`config.mk`:
```
export PLATFORM = sky130hd
export DESIGN_NAME = ptrg_seq
export DESIGN_NICKNAME = d
export VERILOG_FILES = /design/src/rtl/pulse_train_replay_generator_core_assert.svh /design/src/rtl/ptrg_pkg.sv /design/src/rtl/ptrg_seq.sv
export SDC_FILE = /design/constraint.sdc
export NUM_CORES = 1
export LEC_CHECK = 0
export BUFFER_PORTS_ARGS = -buffer_cell sky130_fd_sc_hd__clkbuf_2
export CORE_ASPECT_RATIO = 1.1
export CORE_MARGIN = 2
export CORE_UTILIZATION = 55
export DETAILED_ROUTE_END_ITERATION = 8
export PLACE_DENSITY = 0.86
export SYNTH_ARGS = -nofsm -noshare
export SYNTH_HDL_FRONTEND = slang
export SYNTH_SLANG_ARGS = --single-unit
```
`constraint.sdc`:
```
create_clock -name aclk -period 11.4 [get_ports aclk]
set_input_delay 2.28 -clock aclk [delete_from_list [all_inputs] [get_ports aclk]]
set_output_delay 2.28 -clock aclk [all_outputs]
set_load 0.05 [all_outputs]
```
`src/rtl/pulse_train_replay_generator_core_assert.svh`:
```
// -----------------------------------------------------------------------------
// Assertion macros for the pulse train replay generator
// Clocked on aclk; the checked form is left out of synthesis.
// -----------------------------------------------------------------------------
`ifndef PULSE_TRAIN_REPLAY_GENERATOR_CORE_ASSERT_SVH
`define PULSE_TRAIN_REPLAY_GENERATOR_CORE_ASSERT_SVH

`ifndef SYNTHESIS
// property checked outside reset
`define PTRG_ASSERT(label, prop, msg) \
    label: assert property (@(posedge aclk) disable iff (!aresetn) (prop)) else $error(msg);
// property checked during reset as well
`define PTRG_ASSERT_RST(label, prop, msg) \
    label: assert property (@(posedge aclk) (prop)) else $error(msg);
`else
`define PTRG_ASSERT(label, prop, msg)
`define PTRG_ASSERT_RST(label, prop, msg)
`endif

`endif

```
`src/rtl/ptrg_pkg.sv`:
```
// -----------------------------------------------------------------------------
// ptrg_pkg
// Shared types, constants and helpers of the pulse train replay generator.
// -----------------------------------------------------------------------------
package ptrg_pkg;

    localparam int unsigned NUM_CODES_DEF        = 4;
    localparam int unsigned ENTRIES_PER_CODE_DEF = 132;

    localparam int unsigned MODE_W   = 2;
    localparam int unsigned CODE_W8  = 8;
    localparam int unsigned INDEX_W  = 8;
    localparam int unsigned WIDTH_W  = 16;
    localparam int unsigned REPEAT_W = 8;
    localparam int unsigned GAP_W    = 16;

    localparam logic [15:0] REPEAT_COUNT_RST = 16'd10;
    localparam logic [15:0] GAP_TICKS_RST    = 16'd9300;

    // APB register map
    localparam int unsigned PADDR_W = 3;
    localparam int unsigned PDATA_W = 32;
    localparam logic REG_REPEAT_COUNT = 1'b0;
    localparam logic REG_GAP_TICKS    = 1'b1;

    typedef enum logic [MODE_W-1:0] {
        MODE_WRITE = 2'd0,
        MODE_START = 2'd1,
        MODE_TICK  = 2'd2,
        MODE_NONE  = 2'd3
    } mode_t;

    typedef enum logic [1:0] {
        PH_IDLE,
        PH_MARK,
        PH_SPACE,
        PH_GAP
    } phase_t;

    typedef struct packed {
        mode_t               mode;
        logic [CODE_W8-1:0]  code_select;
        logic [INDEX_W-1:0]  entry_index;
        logic [WIDTH_W-1:0]  entry_width;
    } item_t;

    typedef struct packed {
        logic rejected;
        logic busy_res;
        logic tx_level;
    } result_t;

    // a zero width still lasts one tick
    function automatic logic [WIDTH_W-1:0] stretch(input logic [WIDTH_W-1:0] w);
        return (w == '0) ? WIDTH_W'(1) : w;
    endfunction

endpackage

```
`src/rtl/ptrg_seq.sv`:
```
// -----------------------------------------------------------------------------
// ptrg_seq
// Train sequencer: command decode, phase/position/countdown state.
// -----------------------------------------------------------------------------
module ptrg_seq #(
    parameter int unsigned NUM_CODES        = ptrg_pkg::NUM_CODES_DEF,
    parameter int unsigned ENTRIES_PER_CODE = ptrg_pkg::ENTRIES_PER_CODE_DEF
) (
    input  logic                                              aclk,
    input  logic                                              aresetn,
    input  logic                                              item_valid,
    input  ptrg_pkg::item_t                                   item,
    input  logic [ptrg_pkg::REPEAT_W-1:0]                     repeat_count,
    input  logic [ptrg_pkg::GAP_W-1:0]                        gap_ticks,
    input  logic [ptrg_pkg::WIDTH_W-1:0]                      rd_data,
    output logic [$clog2(NUM_CODES*ENTRIES_PER_CODE)-1:0]     rd_addr,
    output logic                                              wr_en,
    output logic [$clog2(NUM_CODES*ENTRIES_PER_CODE)-1:0]     wr_addr,
    output logic [ptrg_pkg::WIDTH_W-1:0]                      wr_data,
    output ptrg_pkg::result_t                                 result
);
    import ptrg_pkg::*;

    localparam int unsigned CODE_W = (NUM_CODES > 1) ? $clog2(NUM_CODES) : 1;
    localparam int unsigned POS_W  = $clog2(ENTRIES_PER_CODE);
    localparam int unsigned ADDR_W = $clog2(NUM_CODES * ENTRIES_PER_CODE);
    localparam logic [POS_W-1:0] LAST_POS = POS_W'((ENTRIES_PER_CODE / 2) * 2 - 1);
    localparam logic [8:0] NUM_CODES_9 = 9'(NUM_CODES);
    localparam logic [8:0] ENTRIES_9   = 9'(ENTRIES_PER_CODE);

    phase_t              phase_reg, phase_next;
    logic [POS_W-1:0]    pos_reg, pos_next;
    logic [WIDTH_W-1:0]  cnt_reg, cnt_next;
    logic                fresh_reg, fresh_next;   // countdown still sits in rd_data
    logic [REPEAT_W-1:0] reps_reg, reps_next;
    logic [CODE_W-1:0]   code_reg, code_next;

    logic                rej;
    logic                busy;
    logic                code_ok;
    logic                idx_ok;
    logic [WIDTH_W-1:0]  ticks_now;

    assign busy      = (phase_reg != PH_IDLE);
    assign code_ok   = ({1'b0, item.code_select} < NUM_CODES_9);
    assign idx_ok    = ({1'b0, item.entry_index} < ENTRIES_9);
    assign ticks_now = fresh_reg ? stretch(rd_data) : cnt_reg;

    // next state
    always_comb begin
        phase_next = phase_reg;
        pos_next   = pos_reg;
        cnt_next   = cnt_reg;
        fresh_next = fresh_reg;
        reps_next  = reps_reg;
        code_next  = code_reg;
        rej        = 1'b0;
        wr_en      = 1'b0;
        if (item_valid) begin
            unique case (item.mode)
                MODE_WRITE: begin
                    if (busy || !code_ok || !idx_ok) begin
                        rej = 1'b1;
                    end else begin
                        wr_en = 1'b1;
                    end
                end
                MODE_START: begin
                    if (busy || !code_ok) begin
                        rej = 1'b1;
                    end else if (repeat_count != '0) begin
                        code_next  = item.code_select[CODE_W-1:0];
                        reps_next  = repeat_count;
                        phase_next = PH_MARK;
                        pos_next   = '0;
                        fresh_next = 1'b1;
                    end
                end
                MODE_TICK: begin
                    if (busy && ticks_now > WIDTH_W'(1)) begin
                        cnt_next   = ticks_now - WIDTH_W'(1);
                        fresh_next = 1'b0;
                    end else begin
                        unique case (phase_reg)
                            PH_IDLE: ;
                            PH_MARK: begin
                                pos_next   = pos_reg + POS_W'(1);
                                phase_next = PH_SPACE;
                                fresh_next = 1'b1;
                            end
                            PH_SPACE: begin
                                if (pos_reg == LAST_POS) begin
                                    phase_next = PH_GAP;
                                    cnt_next   = stretch(gap_ticks);
                                    fresh_next = 1'b0;
                                end else begin
                                    pos_next   = pos_reg + POS_W'(1);
                                    phase_next = PH_MARK;
                                    fresh_next = 1'b1;
                                end
                            end
                            PH_GAP: begin
                                reps_next = reps_reg - REPEAT_W'(1);
                                pos_next  = '0;
                                if (reps_reg == REPEAT_W'(1)) begin
                                    phase_next = PH_IDLE;
                                    cnt_next   = '0;
                                    fresh_next = 1'b0;
                                end else begin
                                    phase_next = PH_MARK;
                                    fresh_next = 1'b1;
                                end
                            end
                        endcase
                    end
                end
                MODE_NONE: ;
            endcase
        end
    end

    // outputs
    always_comb begin
        result.tx_level = (phase_next == PH_MARK);
        result.busy_res = (phase_next != PH_IDLE);
        result.rejected = rej;
    end

    // read address follows the word in use; data lands for the next cycle
    assign rd_addr = ADDR_W'(code_next) * ADDR_W'(ENTRIES_PER_CODE) + ADDR_W'(pos_next);
    assign wr_addr = ADDR_W'(item.code_select[CODE_W-1:0]) * ADDR_W'(ENTRIES_PER_CODE)
                   + ADDR_W'(item.entry_index[POS_W-1:0]);
    assign wr_data = item.entry_width;

    always_ff @(posedge aclk) begin
        if (!aresetn) begin
            phase_reg <= PH_IDLE;
            pos_reg   <= '0;
            cnt_reg   <= '0;
            fresh_reg <= 1'b0;
            reps_reg  <= '0;
            code_reg  <= '0;
        end else begin
            phase_reg <= phase_next;
            pos_reg   <= pos_next;
            cnt_reg   <= cnt_next;
            fresh_reg <= fresh_next;
            reps_reg  <= reps_next;
            code_reg  <= code_next;
        end
    end

endmodule

```
# Word level (Yosys, flattened, before mapping)
# Cells that the tools add are included.
[totals]
ram_bits = 0
n_memories = 0
inputBits = 77
latchBits = 0
rom_bits = 0
regBits = 37
[classes]
eq_ne = 15
div_mod_pow = 0
muxes = 45
order_cmp = 3
n_shift = 0
mul = 2
add_sub_neg = 5
n_reduce_logical = 16
bitwise_logic = 0
[ops]
columns = ["cell", "count"]
rows = [
  ["$mux W16", 6],
  ["$mux W8", 9],
  ["$logic_not A16 Y1", 2],
  ["$pmux W16 S2", 1],
  ["$pmux W8 S2", 2],
  ["$pmux W8 S3", 1],
  ["$add A10 B8 Y10", 2],
  ["$mux W2", 9],
  ["$gt A16 B1 Y1 const B", 1],
  ["$mul A2 B6 Y8 const B", 2],
  ["$sub A16 B1 Y16 const B", 1],
  ["$mux W1", 12],
  ["$reduce_and A5 Y1", 2],
  ["$add A8 B1 Y8 const B", 1],
  ["$eq A8 B1 Y1 const B", 1],
  ["$eq A8 B8 Y1 const B", 1],
  ["$lt A8 B3 Y1 const B", 1],
  ["$lt A8 B8 Y1 const B", 1],
  ["$ne A2 B2 Y1 const B", 4],
  ["$reduce_bool A8 Y1", 1],
  ["$sub A8 B1 Y8 const B", 1],
  ["$eq A2 B1 Y1 const B", 3],
  ["$eq A2 B2 Y1 const B", 3],
  ["$ne A3 B3 Y1 const B", 2],
  ["other kinds (12)", 17],
]

# Logic depth before layout (Yosys ltp)
[logic_depth]
depth_word = 9
depth_mapped = 17
ltp_nobuf = 15

# Worst setup path before layout
# Ideal clock, no wire load.
[synth_path]
path_type = "input to output"
start = "in rd_data[10] (netlist name)"
end = "out rd_addr[8]"
setup_slack_ns = 2.810
path_buffers = 1
arrival_time_ns = 6.310
stages = 14
t_required_ns = 9.120
path_cell_list = "nor4_1 nand4_1 a31oi_1 ha_1 o22ai_1 or4_4 buf_6 o31ai_1 a22oi_1 o21ai_0 fa_1 nand2_1 o41ai_1 xor2_1"
[synth_between]
elab_chain_cells = 9
[synth_rtl]
columns = ["item", "line", "text"]
rows = [
  ["start, declared", "ptrg_seq.sv:15", "input logic [ptrg_pkg::WIDTH_W-1:0] rd_data,"],
  ["$logic_not A16 Y1", "ptrg_pkg.sv:55", "return (w == '0) ? WIDTH_W'(1) : w;"],
  ["$mux W16 *", "ptrg_pkg.sv:55", ""],
  ["$mux W16 *", "ptrg_seq.sv:47", "assign ticks_now = fresh_reg ? stretch(rd_data) : cnt_reg;"],
  ["$gt A16 B1 Y1 *", "ptrg_seq.sv:80", "if (busy && ticks_now > WIDTH_W'(1)) begin"],
  ["$logic_and A1 B1 Y1 *", "ptrg_seq.sv:80", ""],
  ["$mux W8 *", "ptrg_seq.sv:80", ""],
  ["$pmux W8 S2 *", "ptrg_seq.sv:60", "unique case (item.mode)"],
  ["$mux W8 *", "ptrg_seq.sv:59", "if (item_valid) begin"],
  ["net pos_next[3]", "ptrg_seq.sv:32", "logic [POS_W-1:0] pos_reg, pos_next;"],
  ["$add A10 B8 Y10 *", "ptrg_seq.sv:130", "assign rd_addr = ADDR_W'(code_next) * ADDR_W'(ENTRIES_PER_CODE) + ADDR_W'(pos_next);"],
  ["end, declared", "ptrg_seq.sv:16", "output logic [$clog2(NUM_CODES*ENTRIES_PER_CODE)-1:0] rd_addr,"],
]
# The timed path passes the listed nets; every way through them passes the cells marked *.

# Worst setup path after layout
# Same ends and word-level chain as after synthesis.

==> impl_metrics.json <==
{
  "status": "finished clean",
  "setup-tns-final_ns": 0,
  "antenna_found_initial": 0,
  "drt-initial-drc-count": 251,
  "grt_max_degree": 36,
  "worstRegToRegCells": 9,
  "clkSinkCount": 37,
  "clk-insertion-delay-late_ns": 0.30,
  "cts.hold.buffers_added": 0,
  "slew_headroom": 0.332,
  "die_y_um": 87.8,
  "tightestPinTransition_ns": 1.00,
  "power_density_nw_per_um2": 86.7,
  "end_kind": "output pin",
  "cts_tree": "done",
  "crit_path_max_incr_delay_ns": 0.65,
  "ant_nets": 0,
  "drive_above_1_share": 0.219,
  "antennaDiodeCount": 0,
  "drv_cap": 0,
  "syn-cell-area_um2": 3510,
  "grt_pass1_wl_mm": 15.0,
  "start_util": 0.571,
  "fin_crit_ns": 8.83,
  "hold_depth": 2,
  "gp_congestion": 0.908,
  "synth_cells": 454,
  "hold-path-endpoint": "reps_reg[1]",
  "min-delay-start": "reps_reg[1]",
  "cts_htree_levels": 2,
  "crit_type": "input port to output pin",
  "place_inst": 570,
  "vdd_ir_drop_max_mv": 0.0479,
  "fmax_mhz": 113,
  "r2r_setup_slack_ns": 7.37,
  "setup_viol": 0,
  "min_path_type": "flip-flop to flip-flop",
  "syn-num-nets": 547,
  "wl_met2_mm": 4.34,
  "largest_register_ffs": 16,
  "design.core.area_um2": 6160,
  "fin_skew_ns": 0.00737,
  "first_pass_iters": 5,
  "slew_viol_final": 0,
  "path_cells": "clkbuf_2 > nor4_1 > nand4_1 > a31oi_1 > ha_1 > o22ai_1 > or4_4 > o31ai_1 > a21oi_1 > o21ai_0 > ha_1 > fa_1 > nand2_1 > o41ai_1 > xor2_1 > clkbuf_2",
  "synth.distinct_cells": 70,
  "ys_seq_elements": 37,
  "hold_violations": 0,
  "cts_buffer_depth": 2,
  "fin_crit_sh": 0.775,
  "cts-resized-gates": 0,
  "drt-wirelength-per-cell_um": 15.6,
  "cp_max_fo": 10,
  "track_usage": 0.262,
  "routed_wl_mm": 9.02,
  "vias": 3568,
  "synth_seq_area_share": 0.211,
  "syn_to_final_growth_pct": 9.23,
  "viasPerCell": 6.17,
  "avgSynthCellArea_um2": 7.74,
  "worstReg2RegStart": "fresh_reg",
  "async_flop_share": 0,
  "dp.final_hpwl_mm": 6.83,
  "grt-ovfl-total": 0,
  "crit_arrival_ns": 6.55,
  "leakagePower_uw": 0.00162,
  "num_rows": 30,
  "m1WireLength_mm": 3.96,
  "grt_pass1_vias": 3308,
  "cts_buffers": 5,
  "io_pins": 117,
  "postCtsSetupBuffers": 0,
  "routed-wl-met3_um": 519,
  "portBuffers": 80,
  "reg2reg_to": "cnt_reg[8]",
  "rsz0062_at_grt": "no",
  "nNetsFinal": 590,
  "cts.clk_slew.worst_paths_ns": 0.08,
  "drc": 0,
  "required_ns": 9.12,
  "synth_edf_count": 0,
  "cp-start-kind": "input port",
  "die_w_um": 80.2,
  "slowest_stage": "a31oi_1",
  "highest_layer": "met4",
  "yosys_most_used_dff": "dfxtp_1",
  "ctsRootBufferMaster": "clkbuf_8",
  "final_cells": 578,
  "die-area_um2": 7040,
  "yosys_warnings": 0,
  "cpLargestDelayFamily": "compound AO/OA/AOI/OAI gates",
  "path_buf_inv": 2
}
[worst max-delay path by stage]
| stage | endpoint | start | slack, ns | cells after the start |
|---|---|---|---|---|
| CTS | rd_addr[8] | rd_data[10] | 2.60 | 15 |
| global placement | rd_addr[8] | rd_data[10] | 2.70 | 15 |
| global route | rd_addr[8] | rd_data[10] | 2.26 | 15 |
| floorplan | rd_addr[8] | rd_data[10] | 2.81 | 14 |
| detailed placement | rd_addr[8] | rd_data[10] | 2.59 | 15 |
| finish | rd_addr[8] | rd_data[10] | 2.57 | 16 |
[through the flow]
stage	cell area [µm²]	total power [µW]	setup slack, ns	util	hold WS, ns
global route	3840	349	2.26	0.623	0.527
global placement	3750	238	2.70	0.610	0.453
detailed placement	3750	240	2.59	0.610	0.473
CTS	3840	333	2.60	0.623	0.484
floorplan	3510	230	2.81	-	0.445
finish	3840	332	2.57	0.623	0.481
[worst reg2reg max path, delay by kind of cell, from the launching register on]
kind | cells | cell delay [ns]
buffers and inverters | 1 | 0.37
flip-flops | 1 | 0.31
AO/OA/AOI/OAI | 5 | 2.01
AND/OR/NAND/NOR | 2 | 0.97
adder cells (fa/ha/maj) | 1 | 0.28
[cell usage in the layout (no fill, tap or decap), types with 17 or more instances in the layout]
| cell | synthesis | final |
|---|---|---|
| clkbuf_2 | 0 | 80 |
| nor3_1 | 17 | 17 |
| a21oi_1 | 31 | 31 |
| o21ai_0 | 19 | 19 |
| nor4_1 | 21 | 21 |
| nand2_1 | 30 | 30 |
| dfxtp_1 | 37 | 37 |
| inv_1 | 19 | 19 |
| nor2_1 | 38 | 38 |
[kinds of logic after synthesis]
logic type,count (synthesis),synth area share
AND/OR/NAND/NOR,175,0.274
AO/OA/AOI/OAI,119,0.241
buffers and inverters,64,0.0962
flip-flops,37,0.211
XOR/XNOR,24,0.0599
multiplexers,19,0.0563
adder cells (fa/ha/maj),16,0.0613
[final cells by class]
type                       instances  area [µm²]
clock buffer                       6        72.6
inverter                          19        71.3
tap                               80         100
sequential                        37         741
fill                             563        2320
multi-input combinational        353        2430
clock inverter                     2        10.0
timing repair buffer              81         408
[Yosys cell counts (14+ instances only)]
master | number | area, µm²
nor4_1 | 21 | 131
xnor2_1 | 15 | 131
nor2_1 | 38 | 143
dfxtp_1 | 37 | 741
nor3_1 | 17 | 85.1
o21ai_0 | 19 | 95.1
inv_1 | 19 | 71.3
nand2_1 | 30 | 113
clkbuf_1 | 15 | 56.3
a21oi_1 | 31 | 155
mux2i_1 | 15 | 150
ha_1 | 14 | 175
buf_4 | 21 | 158
[layer usage]
layer / vias up / track usage
met5: - / 0
met4: 0 / 0.0971
met3: 24 / 0.0454
met2: 142 / 0.444
met1: 1638 / 0.333
li1: 1764 / -
[power by group]
part	switching, µW	internal [µW]	total, µW
sequential	1.22	130	132
clock	51.4	42.5	93.9
combinational	67.0	39.8	107
total	120	213	332
Note: power is estimated with default switching activity, not from simulation.
